==> config.mk <==
export PLATFORM = sky130hd
export DESIGN_NAME = bresenham_line_pixel_generator_top
export DESIGN_NICKNAME = d
export VERILOG_FILES = /design/src/rtl/blpg_pkg.sv /design/src/rtl/blpg_in_stage.sv /design/src/rtl/blpg_engine.sv /design/src/rtl/blpg_out_stage.sv /design/src/rtl/bresenham_line_pixel_generator_top.sv
export SDC_FILE = /design/constraint.sdc
export NUM_CORES = 1
export LEC_CHECK = 0
export BUFFER_PORTS_ARGS = -buffer_cell sky130_fd_sc_hd__buf_2
export CORE_AREA = 5 5 194 140
export DETAILED_ROUTE_END_ITERATION = 16
export DIE_AREA = 0 0 199 145
export PLACE_DENSITY_LB_ADDON = 0.2
export SLEW_MARGIN = 25
export SYNTH_ARGS = -nofsm -noshare
export SYNTH_HDL_FRONTEND = slang
export SYNTH_SLANG_ARGS = --single-unit
==> constraint.sdc <==
create_clock -name clk -period 9.6 [get_ports clk]
set_input_delay 0.96 -clock clk [delete_from_list [all_inputs] [get_ports clk]]
set_output_delay 0.96 -clock clk [all_outputs]
set_load 0.01 [all_outputs]
==> src/rtl/blpg_pkg.sv <==
// Shared types and constants of the Bresenham line pixel generator.
// No dependencies; every other RTL file imports this package.
`default_nettype none

package blpg_pkg;

  localparam int unsigned COORD_BITS = 8;
  localparam int unsigned COLOR_BITS = 8;
  localparam int unsigned STRIDE_BITS = 8;
  localparam int unsigned ADDR_BITS = 16;

  localparam logic [STRIDE_BITS-1:0] ROW_STRIDE_RESET = 8'd160;

  localparam logic KIND_START = 1'b0;
  localparam logic KIND_STEP  = 1'b1;

  typedef logic [1:0] step_t;
  localparam step_t STEP_NONE = 2'd0;
  localparam step_t STEP_POS  = 2'd1;
  localparam step_t STEP_NEG  = 2'd3;

  typedef struct packed {
    logic                  kind;
    logic [COORD_BITS-1:0] start_x;
    logic [COORD_BITS-1:0] start_y;
    logic [COORD_BITS-1:0] end_x;
    logic [COORD_BITS-1:0] end_y;
    logic [COLOR_BITS-1:0] line_color;
  } in_item_t;

  typedef struct packed {
    logic [COORD_BITS-1:0] pixel_x;
    logic [COORD_BITS-1:0] pixel_y;
    logic [ADDR_BITS-1:0]  pixel_address;
    logic [COLOR_BITS-1:0] pixel_color;
    logic                  pixel_valid;
    logic                  line_done;
  } out_item_t;

endpackage

`default_nettype wire

==> src/rtl/blpg_in_stage.sv <==
// Input register of the line generator: holds one accepted input transfer.
// Depends on blpg_pkg for the input item type.
`default_nettype none

module blpg_in_stage (
  input  wire logic              clk,
  input  wire logic              rst_n,
  input  wire logic              in_valid,
  output logic                   in_ready,
  input  wire blpg_pkg::in_item_t in_data,
  output logic                   item_valid,
  output blpg_pkg::in_item_t     item_data,
  input  wire logic              item_pop
);
  import blpg_pkg::*;

  logic     valid_r;
  logic     valid_nxt;
  in_item_t data_r;

  assign in_ready   = !valid_r || item_pop;
  assign item_valid = valid_r;
  assign item_data  = data_r;

  always_comb begin
    valid_nxt = valid_r;
    if (in_ready) begin
      valid_nxt = in_valid;
    end
  end

  always_ff @(posedge clk) begin
    if (!rst_n) begin
      valid_r <= 1'b0;
    end else begin
      valid_r <= valid_nxt;
    end
  end

  always_ff @(posedge clk) begin
    if (in_valid && in_ready) begin
      data_r <= in_data;
    end
  end

endmodule

`default_nettype wire

==> src/rtl/blpg_engine.sv <==
// Line state registers, row stride register and the per-item pixel logic.
// Depends on blpg_pkg for item types, step codes and widths.
`default_nettype none

module blpg_engine (
  input  wire logic                               clk,
  input  wire logic                               rst_n,
  input  wire logic                               cfg_we,
  input  wire logic [blpg_pkg::STRIDE_BITS-1:0]   cfg_wdata,
  input  wire logic                               item_fire,
  input  wire blpg_pkg::in_item_t                 item_data,
  output blpg_pkg::out_item_t                     result
);
  import blpg_pkg::*;

  logic [STRIDE_BITS-1:0] row_stride_r;
  logic [COORD_BITS-1:0]  cursor_x_r, cursor_x_nxt;
  logic [COORD_BITS-1:0]  cursor_y_r, cursor_y_nxt;
  logic [COORD_BITS-1:0]  error_term_r, error_term_nxt;
  logic [COORD_BITS-1:0]  major_r, major_nxt;
  logic [COORD_BITS-1:0]  minor_r, minor_nxt;
  step_t                  diag_x_r, diag_x_nxt;
  step_t                  diag_y_r, diag_y_nxt;
  step_t                  str_x_r, str_x_nxt;
  step_t                  str_y_r, str_y_nxt;
  logic [COORD_BITS-1:0]  pixels_left_r, pixels_left_nxt;
  logic [COLOR_BITS-1:0]  held_color_r, held_color_nxt;
  logic                   line_active_r, line_active_nxt;

  logic                   x_fwd, y_fwd;
  logic [COORD_BITS-1:0]  adx, ady;
  logic [COORD_BITS-1:0]  src_x, src_y, src_err, src_major, src_minor;
  step_t                  src_dx, src_dy, src_sx, src_sy;
  logic                   take_diag;
  logic [COORD_BITS-1:0]  emit_x, emit_y;
  logic [ADDR_BITS-1:0]   stride_prod;

  function automatic logic [COORD_BITS-1:0] move_coord(
    input logic [COORD_BITS-1:0] c,
    input step_t                 s
  );
    logic [COORD_BITS-1:0] r;
    case (s)
      STEP_POS: r = c + COORD_BITS'(1);
      STEP_NEG: r = c - COORD_BITS'(1);
      default:  r = c;
    endcase
    return r;
  endfunction

  assign x_fwd = item_data.start_x < item_data.end_x;
  assign y_fwd = item_data.start_y < item_data.end_y;
  assign adx   = x_fwd ? item_data.end_x - item_data.start_x
                       : item_data.start_x - item_data.end_x;
  assign ady   = y_fwd ? item_data.end_y - item_data.start_y
                       : item_data.start_y - item_data.end_y;

  always_comb begin
    cursor_x_nxt    = cursor_x_r;
    cursor_y_nxt    = cursor_y_r;
    error_term_nxt  = error_term_r;
    major_nxt       = major_r;
    minor_nxt       = minor_r;
    diag_x_nxt      = diag_x_r;
    diag_y_nxt      = diag_y_r;
    str_x_nxt       = str_x_r;
    str_y_nxt       = str_y_r;
    pixels_left_nxt = pixels_left_r;
    held_color_nxt  = held_color_r;
    line_active_nxt = line_active_r;

    src_x     = cursor_x_r;
    src_y     = cursor_y_r;
    src_err   = error_term_r;
    src_major = major_r;
    src_minor = minor_r;
    src_dx    = diag_x_r;
    src_dy    = diag_y_r;
    src_sx    = str_x_r;
    src_sy    = str_y_r;

    result    = '0;
    emit_x    = cursor_x_r;
    emit_y    = cursor_y_r;

    if (item_data.kind == KIND_START) begin
      src_x  = item_data.start_x;
      src_y  = item_data.start_y;
      src_dx = x_fwd ? STEP_POS : STEP_NEG;
      src_dy = y_fwd ? STEP_POS : STEP_NEG;
      if (adx < ady) begin
        src_major = ady;
        src_minor = adx;
        src_sx    = STEP_NONE;
        src_sy    = src_dy;
      end else begin
        src_major = adx;
        src_minor = ady;
        src_sx    = src_dx;
        src_sy    = STEP_NONE;
      end
      src_err = src_major >> 1;

      emit_x               = item_data.start_x;
      emit_y               = item_data.start_y;
      result.pixel_color   = item_data.line_color;
      result.pixel_valid   = 1'b1;
      result.line_done     = (src_major == '0);
      held_color_nxt       = item_data.line_color;
      pixels_left_nxt      = src_major;
      line_active_nxt      = (src_major != '0);
    end else if (!line_active_r || pixels_left_r == '0) begin
      line_active_nxt = 1'b0;
    end else begin
      pixels_left_nxt    = pixels_left_r - COORD_BITS'(1);
      result.pixel_color = held_color_r;
      result.pixel_valid = 1'b1;
      result.line_done   = (pixels_left_nxt == '0);
      line_active_nxt    = (pixels_left_nxt != '0);
    end

    if (result.pixel_valid) begin
      result.pixel_x = emit_x;
      result.pixel_y = emit_y;
      result.pixel_address = stride_prod + ADDR_BITS'(emit_x);
      major_nxt  = src_major;
      minor_nxt  = src_minor;
      diag_x_nxt = src_dx;
      diag_y_nxt = src_dy;
      str_x_nxt  = src_sx;
      str_y_nxt  = src_sy;
      if (take_diag) begin
        error_term_nxt = src_err + src_minor - src_major;
        cursor_x_nxt   = move_coord(src_x, src_dx);
        cursor_y_nxt   = move_coord(src_y, src_dy);
      end else begin
        error_term_nxt = src_err + src_minor;
        cursor_x_nxt   = move_coord(src_x, src_sx);
        cursor_y_nxt   = move_coord(src_y, src_sy);
      end
    end
  end

  assign take_diag   = src_err >= (src_major - src_minor);
  assign stride_prod = ADDR_BITS'(row_stride_r) * ADDR_BITS'(emit_y);

  always_ff @(posedge clk) begin
    if (!rst_n) begin
      row_stride_r <= ROW_STRIDE_RESET;
    end else if (cfg_we) begin
      row_stride_r <= cfg_wdata;
    end
  end

  always_ff @(posedge clk) begin
    if (!rst_n) begin
      cursor_x_r    <= '0;
      cursor_y_r    <= '0;
      error_term_r  <= '0;
      major_r       <= '0;
      minor_r       <= '0;
      diag_x_r      <= STEP_NONE;
      diag_y_r      <= STEP_NONE;
      str_x_r       <= STEP_NONE;
      str_y_r       <= STEP_NONE;
      pixels_left_r <= '0;
      held_color_r  <= '0;
      line_active_r <= 1'b0;
    end else if (item_fire) begin
      cursor_x_r    <= cursor_x_nxt;
      cursor_y_r    <= cursor_y_nxt;
      error_term_r  <= error_term_nxt;
      major_r       <= major_nxt;
      minor_r       <= minor_nxt;
      diag_x_r      <= diag_x_nxt;
      diag_y_r      <= diag_y_nxt;
      str_x_r       <= str_x_nxt;
      str_y_r       <= str_y_nxt;
      pixels_left_r <= pixels_left_nxt;
      held_color_r  <= held_color_nxt;
      line_active_r <= line_active_nxt;
    end
  end

endmodule

`default_nettype wire

==> src/rtl/blpg_out_stage.sv <==
// Result register of the line generator: holds one result until transfer.
// Depends on blpg_pkg for the result item type.
`default_nettype none

module blpg_out_stage (
  input  wire logic              clk,
  input  wire logic              rst_n,
  input  wire logic              push,
  input  wire blpg_pkg::out_item_t push_data,
  output logic                   can_push,
  output logic                   out_valid,
  input  wire logic              out_ready,
  output blpg_pkg::out_item_t    out_data
);
  import blpg_pkg::*;

  logic      valid_r;
  logic      valid_nxt;
  out_item_t data_r;

  assign can_push  = !valid_r || out_ready;
  assign out_valid = valid_r;
  assign out_data  = data_r;

  always_comb begin
    valid_nxt = valid_r;
    if (can_push) begin
      valid_nxt = push;
    end
  end

  always_ff @(posedge clk) begin
    if (!rst_n) begin
      valid_r <= 1'b0;
    end else begin
      valid_r <= valid_nxt;
    end
  end

  always_ff @(posedge clk) begin
    if (push && can_push) begin
      data_r <= push_data;
    end
  end

endmodule

`default_nettype wire

==> src/rtl/bresenham_line_pixel_generator_top.sv <==
// Bresenham line pixel generator: a start item loads a line and yields its first
// pixel; a step item yields the next pixel of an active line with its frame buffer
// address (row_stride * y + x), else a result with pixel_valid low. The block takes
// one item per clock while out_ready does not stall the output register; an item is
// held in the input register and its result registered in the output register. The
// line state registers are updated once per item. row_stride is written through
// cfg_we/cfg_wdata while idle; the user must keep to this, the block does not enforce it.
// Depends on blpg_pkg, blpg_in_stage, blpg_engine and blpg_out_stage.
`default_nettype none

module bresenham_line_pixel_generator_top (
  input  wire logic                               clk,
  input  wire logic                               rst_n,
  input  wire logic                               in_valid,
  output logic                                    in_ready,
  input  wire blpg_pkg::in_item_t                 in_data,
  output logic                                    out_valid,
  input  wire logic                               out_ready,
  output blpg_pkg::out_item_t                     out_data,
  input  wire logic                               cfg_we,
  input  wire logic [blpg_pkg::STRIDE_BITS-1:0]   cfg_wdata
);
  import blpg_pkg::*;

  logic      item_valid;
  in_item_t  item_data;
  logic      can_push;
  logic      item_fire;
  out_item_t result;

  assign item_fire = item_valid && can_push;

  blpg_in_stage u_in_stage (
    .clk        (clk),
    .rst_n      (rst_n),
    .in_valid   (in_valid),
    .in_ready   (in_ready),
    .in_data    (in_data),
    .item_valid (item_valid),
    .item_data  (item_data),
    .item_pop   (item_fire)
  );

  blpg_engine u_engine (
    .clk       (clk),
    .rst_n     (rst_n),
    .cfg_we    (cfg_we),
    .cfg_wdata (cfg_wdata),
    .item_fire (item_fire),
    .item_data (item_data),
    .result    (result)
  );

  blpg_out_stage u_out_stage (
    .clk       (clk),
    .rst_n     (rst_n),
    .push      (item_valid),
    .push_data (result),
    .can_push  (can_push),
    .out_valid (out_valid),
    .out_ready (out_ready),
    .out_data  (out_data)
  );

endmodule

`default_nettype wire

# Yosys cells after proc, flatten, opt, wreduce, memory -nomap -nowiden
# Cells that the tools add are included.
word_totals:
  output_inout_bits: 44
  in_bits: 54
  regBits: 158
  elab_cells: 102
classes:
  mul: 1
  reduce_logical: 16
  addsub: 13
  bitwise: 1
  n_mux: 31
  magnitude_cmp: 4
  eq_ne: 9
ops:
  columns: ["cell", "count"]
  rows:
  - ["$mux W8", 15]
  - ["$pmux W8 S2", 4]
  - ["$sub A8 B8 Y8", 6]
  - ["$logic_not A8 Y1", 3]
  - ["$lt A8 B8 Y1", 3]
  - ["$sub A8 B1 Y8 const B", 3]
  - ["$mux W10", 2]
  - ["$add A16 B8 Y16", 1]
  - ["$add A8 B1 Y8 const B", 2]
  - ["$mul A8 B8 Y16", 1]
  - ["$mux W2", 8]
  - ["$reduce_bool A8 Y1", 2]
  - ["$add A8 B8 Y8", 1]
  - ["$eq A2 B1 Y1 const B", 4]
  - ["$eq A2 B2 Y1 const B", 4]
  - ["$ge A8 B8 Y1", 1]
  - ["$reduce_and A2 Y1", 3]
  - ["$logic_not A1 Y1", 3]
  - ["$logic_or A1 B1 Y1", 3]
  - ["$logic_and A1 B1 Y1", 2]
  - ["$mux W1", 2]
  - ["$ne A2 B2 Y1 const B", 1]
  - ["$not A1 Y1", 1]

# Depth between registers and ports, before layout
depth:
  depth_word: 9
  ltp_mapped: 41
  depth_no_buf: 39

# Modules after synthesis
# A second synthesis with hierarchy kept.
unflattened:
  hier_cells: 1383
  hier_area_um2: 12278.0
modules_own_cells:
  columns: ["module", "cells_per_inst", "area_per_inst_um2", "n_inst", "seq_area_each_um2"]
  rows:
  - ["blpg_engine", 1289, 9664.3, 1, 1461.4]
  - ["blpg_out_stage", 47, 1318.8, 1, 1281.2]
  - ["blpg_in_stage", 46, 1288.7, 1, 1251.2]
  - ["bresenham_line_pixel_generator_top", 1, 6.3, 1, 0.0]

# Worst setup path after synthesis
# OpenSTA, ideal clock, no wires.
synth_timing:
  path_type: "reg2reg"
  start: "register u_in_stage.data_r (netlist bit u_in_stage.item_data[32])"
  end: "register u_engine.cursor_x_r[3]"
  path_slack_ps: 1611
  setup_ps: 137
  arrival_time_ps: 7852
  n_path_buf: 3
  t_required_ps: 9463
  period_less_slack_ps: 7989
  path_stages_with_launch: 38
  path_cell_list: "edfxtp_1 -> inv_1 -> ha_1 -> inv_1 -> fa_1 -> nand3_1 -> a21oi_2 -> or4b_1 -> a311oi_1 -> o211ai_1 -> xor2_1 -> ha_1 -> a41oi_1 -> o21a_1 -> nor4_1 -> or3_1 -> buf_6 -> nor2_8 -> [... 2 more ...] -> a21boi_0 -> inv_1 -> ha_1 -> nor2b_1 -> o21ai_0 -> o2bb2ai_1 -> a221oi_1 -> o21bai_1 -> a21oi_1 -> xnor2_1 -> ha_1 -> or3_1 -> o22ai_1 -> clkbuf_1 -> clkbuf_1 -> o21ai_0 -> o311ai_0 -> a31oi_1"
synth_via:
  elab_chain_len: 9
  word_cells_on_any_way: 27
  classes_between: "add/sub (5); order compare (3); eq/ne (4); mux (15)"
synth_rtl:
  columns: ["item", "line", "text"]
  rows:
  - ["start: declaration", "blpg_in_stage.sv:19", "in_item_t data_r;"]
  - ["start signal: assignment", "blpg_in_stage.sv:42", "data_r <= in_data;"]
  - ["$sub A8 B8 Y8, or another cell as far along", "blpg_engine.sv:54", ": item_data.start_x - item_data.end_x;"]
  - ["$mux W8 (*)", "blpg_engine.sv:53", "assign adx = x_fwd ? item_data.end_x - item_data.start_x"]
  - ["$lt A8 B8 Y1", "blpg_engine.sv:91", "if (adx < ady) begin"]
  - ["$mux W8 (*)", "blpg_engine.sv:91", null]
  - ["$mux W8 (*) (2 in series)", "blpg_engine.sv:86", "if (item_data.kind == KIND_START) begin"]
  - ["net u_engine.src_major[1]", "blpg_engine.sv:32", "logic [COORD_BITS-1:0] src_x, src_y, src_err, src_major, src_minor;"]
  - ["$sub A8 B8 Y8 (*)", "blpg_engine.sv:144", "assign take_diag = src_err >= (src_major - src_minor);"]
  - ["$ge A8 B8 Y1 (*)", "blpg_engine.sv:144", null]
  - ["$mux W8 (*)", "blpg_engine.sv:132", "if (take_diag) begin"]
  - ["end signal: assignment", "blpg_engine.sv:170", "cursor_x_r <= cursor_x_nxt;"]
  - ["end: declaration", "blpg_engine.sv:17", "logic [COORD_BITS-1:0] cursor_x_r, cursor_x_nxt;"]
# Mark *: on every way through the listed nets, which the timed path passes. The rest lies on a longest branch. The select of a mux whose other input is x is not followed.
# A chain may end at the register's enable or synchronous reset.

# Worst setup path after layout
layout_timing:
  start: "register u_in_stage.data_r (netlist bit u_in_stage.item_data[32])"
  end: "register u_engine.error_term_r[7]"
layout_via:
  elab_chain_len: 9
  word_cells_on_any_way: 16
  classes_between: "add/sub (5); order compare (3); mux (8)"
layout_rtl:
  columns: ["item", "line", "text"]
  rows:
  - ["$sub A8 B8 Y8, or another cell as far along", "blpg_engine.sv:54", null]
  - ["$mux W8 (*)", "blpg_engine.sv:53", null]
  - ["$lt A8 B8 Y1", "blpg_engine.sv:91", null]
  - ["$mux W8 (*)", "blpg_engine.sv:91", null]
  - ["$mux W8 (*) (2 in series)", "blpg_engine.sv:86", null]
  - ["net u_engine.src_major[1]", "blpg_engine.sv:32", null]
  - ["$sub A8 B8 Y8", "blpg_engine.sv:144", null]
  - ["$ge A8 B8 Y1", "blpg_engine.sv:144", null]
  - ["$mux W8 (*)", "blpg_engine.sv:132", null]
  - ["end signal: assignment", "blpg_engine.sv:172", "error_term_r <= error_term_nxt;"]
  - ["end: declaration", "blpg_engine.sv:19", "logic [COORD_BITS-1:0] error_term_r, error_term_nxt;"]
# Marked as above.

==> reports/results.ini <==
[status]
outcome = finished clean

[routing]
routed_wl_um = 33600
viasPerCell = 5.69
drtIter0Drc = 864
vias = 10385
dr.pass1.iters = 5
drc = 0
ant_nets = 0
post_drt_wl_per_cell_um = 18.4

[setup_path]
cp_slowest_stage_delay_ps = 490
reg2reg_from = u_in_stage.item_data[32]$_DFFE_PP_
cp-end-kind = flop
reg2reg_to = u_engine.error_term_r[7]$_SDFFE_PN0P_
crit_type = flop to flop
cp_top_family = compound AO/OA/AOI/OAI gates
cp_max_fo = 10
cp_slowest_cell = or3_4
r2r_slack_ps = 890
cp-start-kind = flop
r2r_cells = 38
required_ps = 9900
path_buf_inv = 4
worstPathArrival_ps = 9020

[placed_design]
io_buffer_count = 97
gp_congestion = 0.901
hpwl_um = 24900

[clock_tree]
cts_buffer_depth = 2
root_buffer = clkbuf_16
cts_made_buffers = 17
clock_latency_ps = 450
cts.clk_slew.worst_paths_ps = 80
cts_tree = yes
cts_sinks = 158
htreeDepth = 4

[timing]
timing.final.crit_period_ps = 8710
fin_crit_sh_pct = 90.8
hold_viol = 0
setup_violations = 0
whs_ps = 465
rsz0062_at_grt = false
slew_headroom_pct = 33.0
max_freq_mhz = 115
worst_slew_pin_slew_ps = 995
skew_ps = 14.4
drv_slew = 0
tns_ps = 0

[grt]
grt_pass1_vias = 9872
antenna_found_initial = 0
grt_max_degree = 76
grt_pass1_wl_um = 54300
grt_overflow = 0
grt_use_total_pct = 23.5

[job]
cap_violations = 0

[floorplanning]
die_w_um = 199
num_io_pins = 98
die_h_um = 145
rows = 49
start_util_pct = 50.2
core_sq_um = 25100
design.die.area_sq_um = 28900

[logic_synthesis]
syn_area_per_cell_sq_um = 8.99
yosys.area.top_type = edfxtp_1
synth-seq-cells = 158
ys_types = 84
ys_async_sr_fraction_pct = 0
seq_area_frac_synth_pct = 31.7
yosysWarnings = 0
synthCells = 1402
syn-cell-area_sq_um = 12600
synth-edff-count = 83
synth_nets = 1613
synth.most_common_cell = nand2_1
ys_top_cells_by_area = edfxtp_1, dfxtp_1, ha_1
synth_top_flop_cell = edfxtp_1
synthTopCellsByCount = nand2_1, inv_1, ha_1
netlist.area_leader.share_pct = 19.8

[hold_path]
hold_class = flop to flop
hold_end = u_engine.error_term_r[0]$_SDFFE_PN0P_
min_from = u_engine.error_term_r[0]$_SDFFE_PN0P_
holdPathStages = 2

[finish]
area_delta_synth_final_pct = 12.2
final_layout_size_suffix_gt1_share_pct = 13.6
nets = 1693
post-route-util_pct = 56.3
num_antenna_cells = 0

[pwr]
p_total_mw = 3.48
ir_drop_uv = 165
p_leak_nw = 6.30
power_density_nw_per_um2 = 246

[flip-flops by register name (all words and copies together), names as in the netlist]
register / flops
u_out_stage.out_data: 42
u_in_stage.item_data: 41
u_engine.cursor_x_r: 8
u_engine.cursor_y_r: 8
u_engine.error_term_r: 8
u_engine.held_color_r: 8
u_engine.major_r: 8
u_engine.minor_r: 8
u_engine.pixels_left_r: 8
u_engine.row_stride_r: 8
u_engine.diag_x_r: 2
u_engine.diag_y_r: 2
u_engine.str_x_r: 2
u_engine.str_y_r: 2
u_engine.line_active_r: 1
u_in_stage.item_valid: 1
u_out_stage.out_valid: 1
[worst register-to-register path, delay by kind of cell, from the launching register on]
family	cells	cell delay (ps)
flops	1	420
fa+ha+maj	5	1400
buf+inv	4	370
simple gates	11	2360
compound gates	14	3300
xor+xnor	4	740
[logic make-up (layout without fill, tap and decap cells)]
| group | Yosys count | in the layout | share of synthesized area [%] |
|---|---|---|---|
| fa+ha+maj | 159 | 159 | 18.7 |
| xor+xnor | 55 | 55 | 3.82 |
| compound gates | 339 | 339 | 18.9 |
| mux | 36 | 36 | 2.90 |
| simple gates | 445 | 445 | 17.5 |
| flops | 158 | 158 | 31.7 |
| buf+inv | 210 | 303 | 6.45 |
[power breakdown]
part / leakage (nW) / internal (mW) / switching [mW] / total [mW]
logic: 4.58 / 0.775 / 1.14 / 1.92
clock network: 0.315 / 0.425 / 0.332 / 0.756
registers: 1.41 / 0.770 / 0.0367 / 0.807
total: 6.30 / 1.97 / 1.51 / 3.48
[placed cells by master (no fill, tap or decap), types with 8 or more instances in the layout]
cell and count:
clkbuf_16 17, xnor2_1 43, nor2b_1 49, a31oi_1 18, o2bb2ai_1 12, nand2b_1 11
and3_1 10, o211ai_1 17, xor2_1 12, buf_2 97, o21ai_0 73, dfxtp_1 75
a21oi_1 67, a21oi_2 8, nor3_1 20, and2_1 28, nand3_1 29, a21boi_0 31
buf_4 28, edfxtp_1 83, nand2_1 168, or3_1 14, nor2_1 70, mux2i_1 32
fa_1 50, inv_1 144, o21a_1 8, o211a_1 14, o21ai_1 9, a21o_1 17
ha_1 107
[routing by layer]
metal	global-route usage [%]	vias up	wire length [um]
met5	0	-	0
met4	5.43	0	478
met3	3.85	35	2710
met2	33.3	371	13700
met1	37.4	4922	16600
li1	-	5057	-
[what timing repair did]
| item | 4_1_cts | 5_1_grt |
|---|---|---|
| buffers inserted | 0 | 1 |
| resized for setup | 0 | 5 |
| setup endpoints to repair | 0 | 17 |
| hold buffers | 0 | 0 |
[area by class of cell]
class                      count  area, sq um
tap                          331          414
fill                        2223        11000
clock buffer                  17          425
sequential                   158         3990
multi-input combinational   1034         7860
inverter                     146          548
clock inverter                15          215
timing repair buffer         125          696
[worst max path at each step]
stage | start | to | depth (start not counted)
2_1_floorplan | u_in_stage.item_data[32]$_DFFE_PP_ | u_engine.cursor_x_r[3]$_SDFFE_PN0P_ | 37
3_3_place_gp | u_in_stage.item_data[32]$_DFFE_PP_ | u_engine.error_term_r[7]$_SDFFE_PN0P_ | 39
3_5_place_dp | u_in_stage.item_data[32]$_DFFE_PP_ | u_engine.error_term_r[7]$_SDFFE_PN0P_ | 38
4_1_cts | u_in_stage.item_data[32]$_DFFE_PP_ | u_engine.error_term_r[7]$_SDFFE_PN0P_ | 38
5_1_grt | u_in_stage.item_data[32]$_DFFE_PP_ | u_engine.error_term_r[7]$_SDFFE_PN0P_ | 38
6_report | u_in_stage.item_data[32]$_DFFE_PP_ | u_engine.error_term_r[7]$_SDFFE_PN0P_ | 38
[stage by stage]
| stage | setup slack [ps] | area [sq um] | cells |
|---|---|---|---|
| finish | 885 | 14100 | 1826 |
| global placement | 805 | 13500 | 1793 |
| detailed placement | 540 | 13500 | 1793 |
| floorplan | 1610 | 12600 | 1402 |
| global route | 61.6 | 14100 | 1826 |
| CTS | 483 | 14100 | 1825 |
Note: power is estimated with default switching activity, not from simulation.
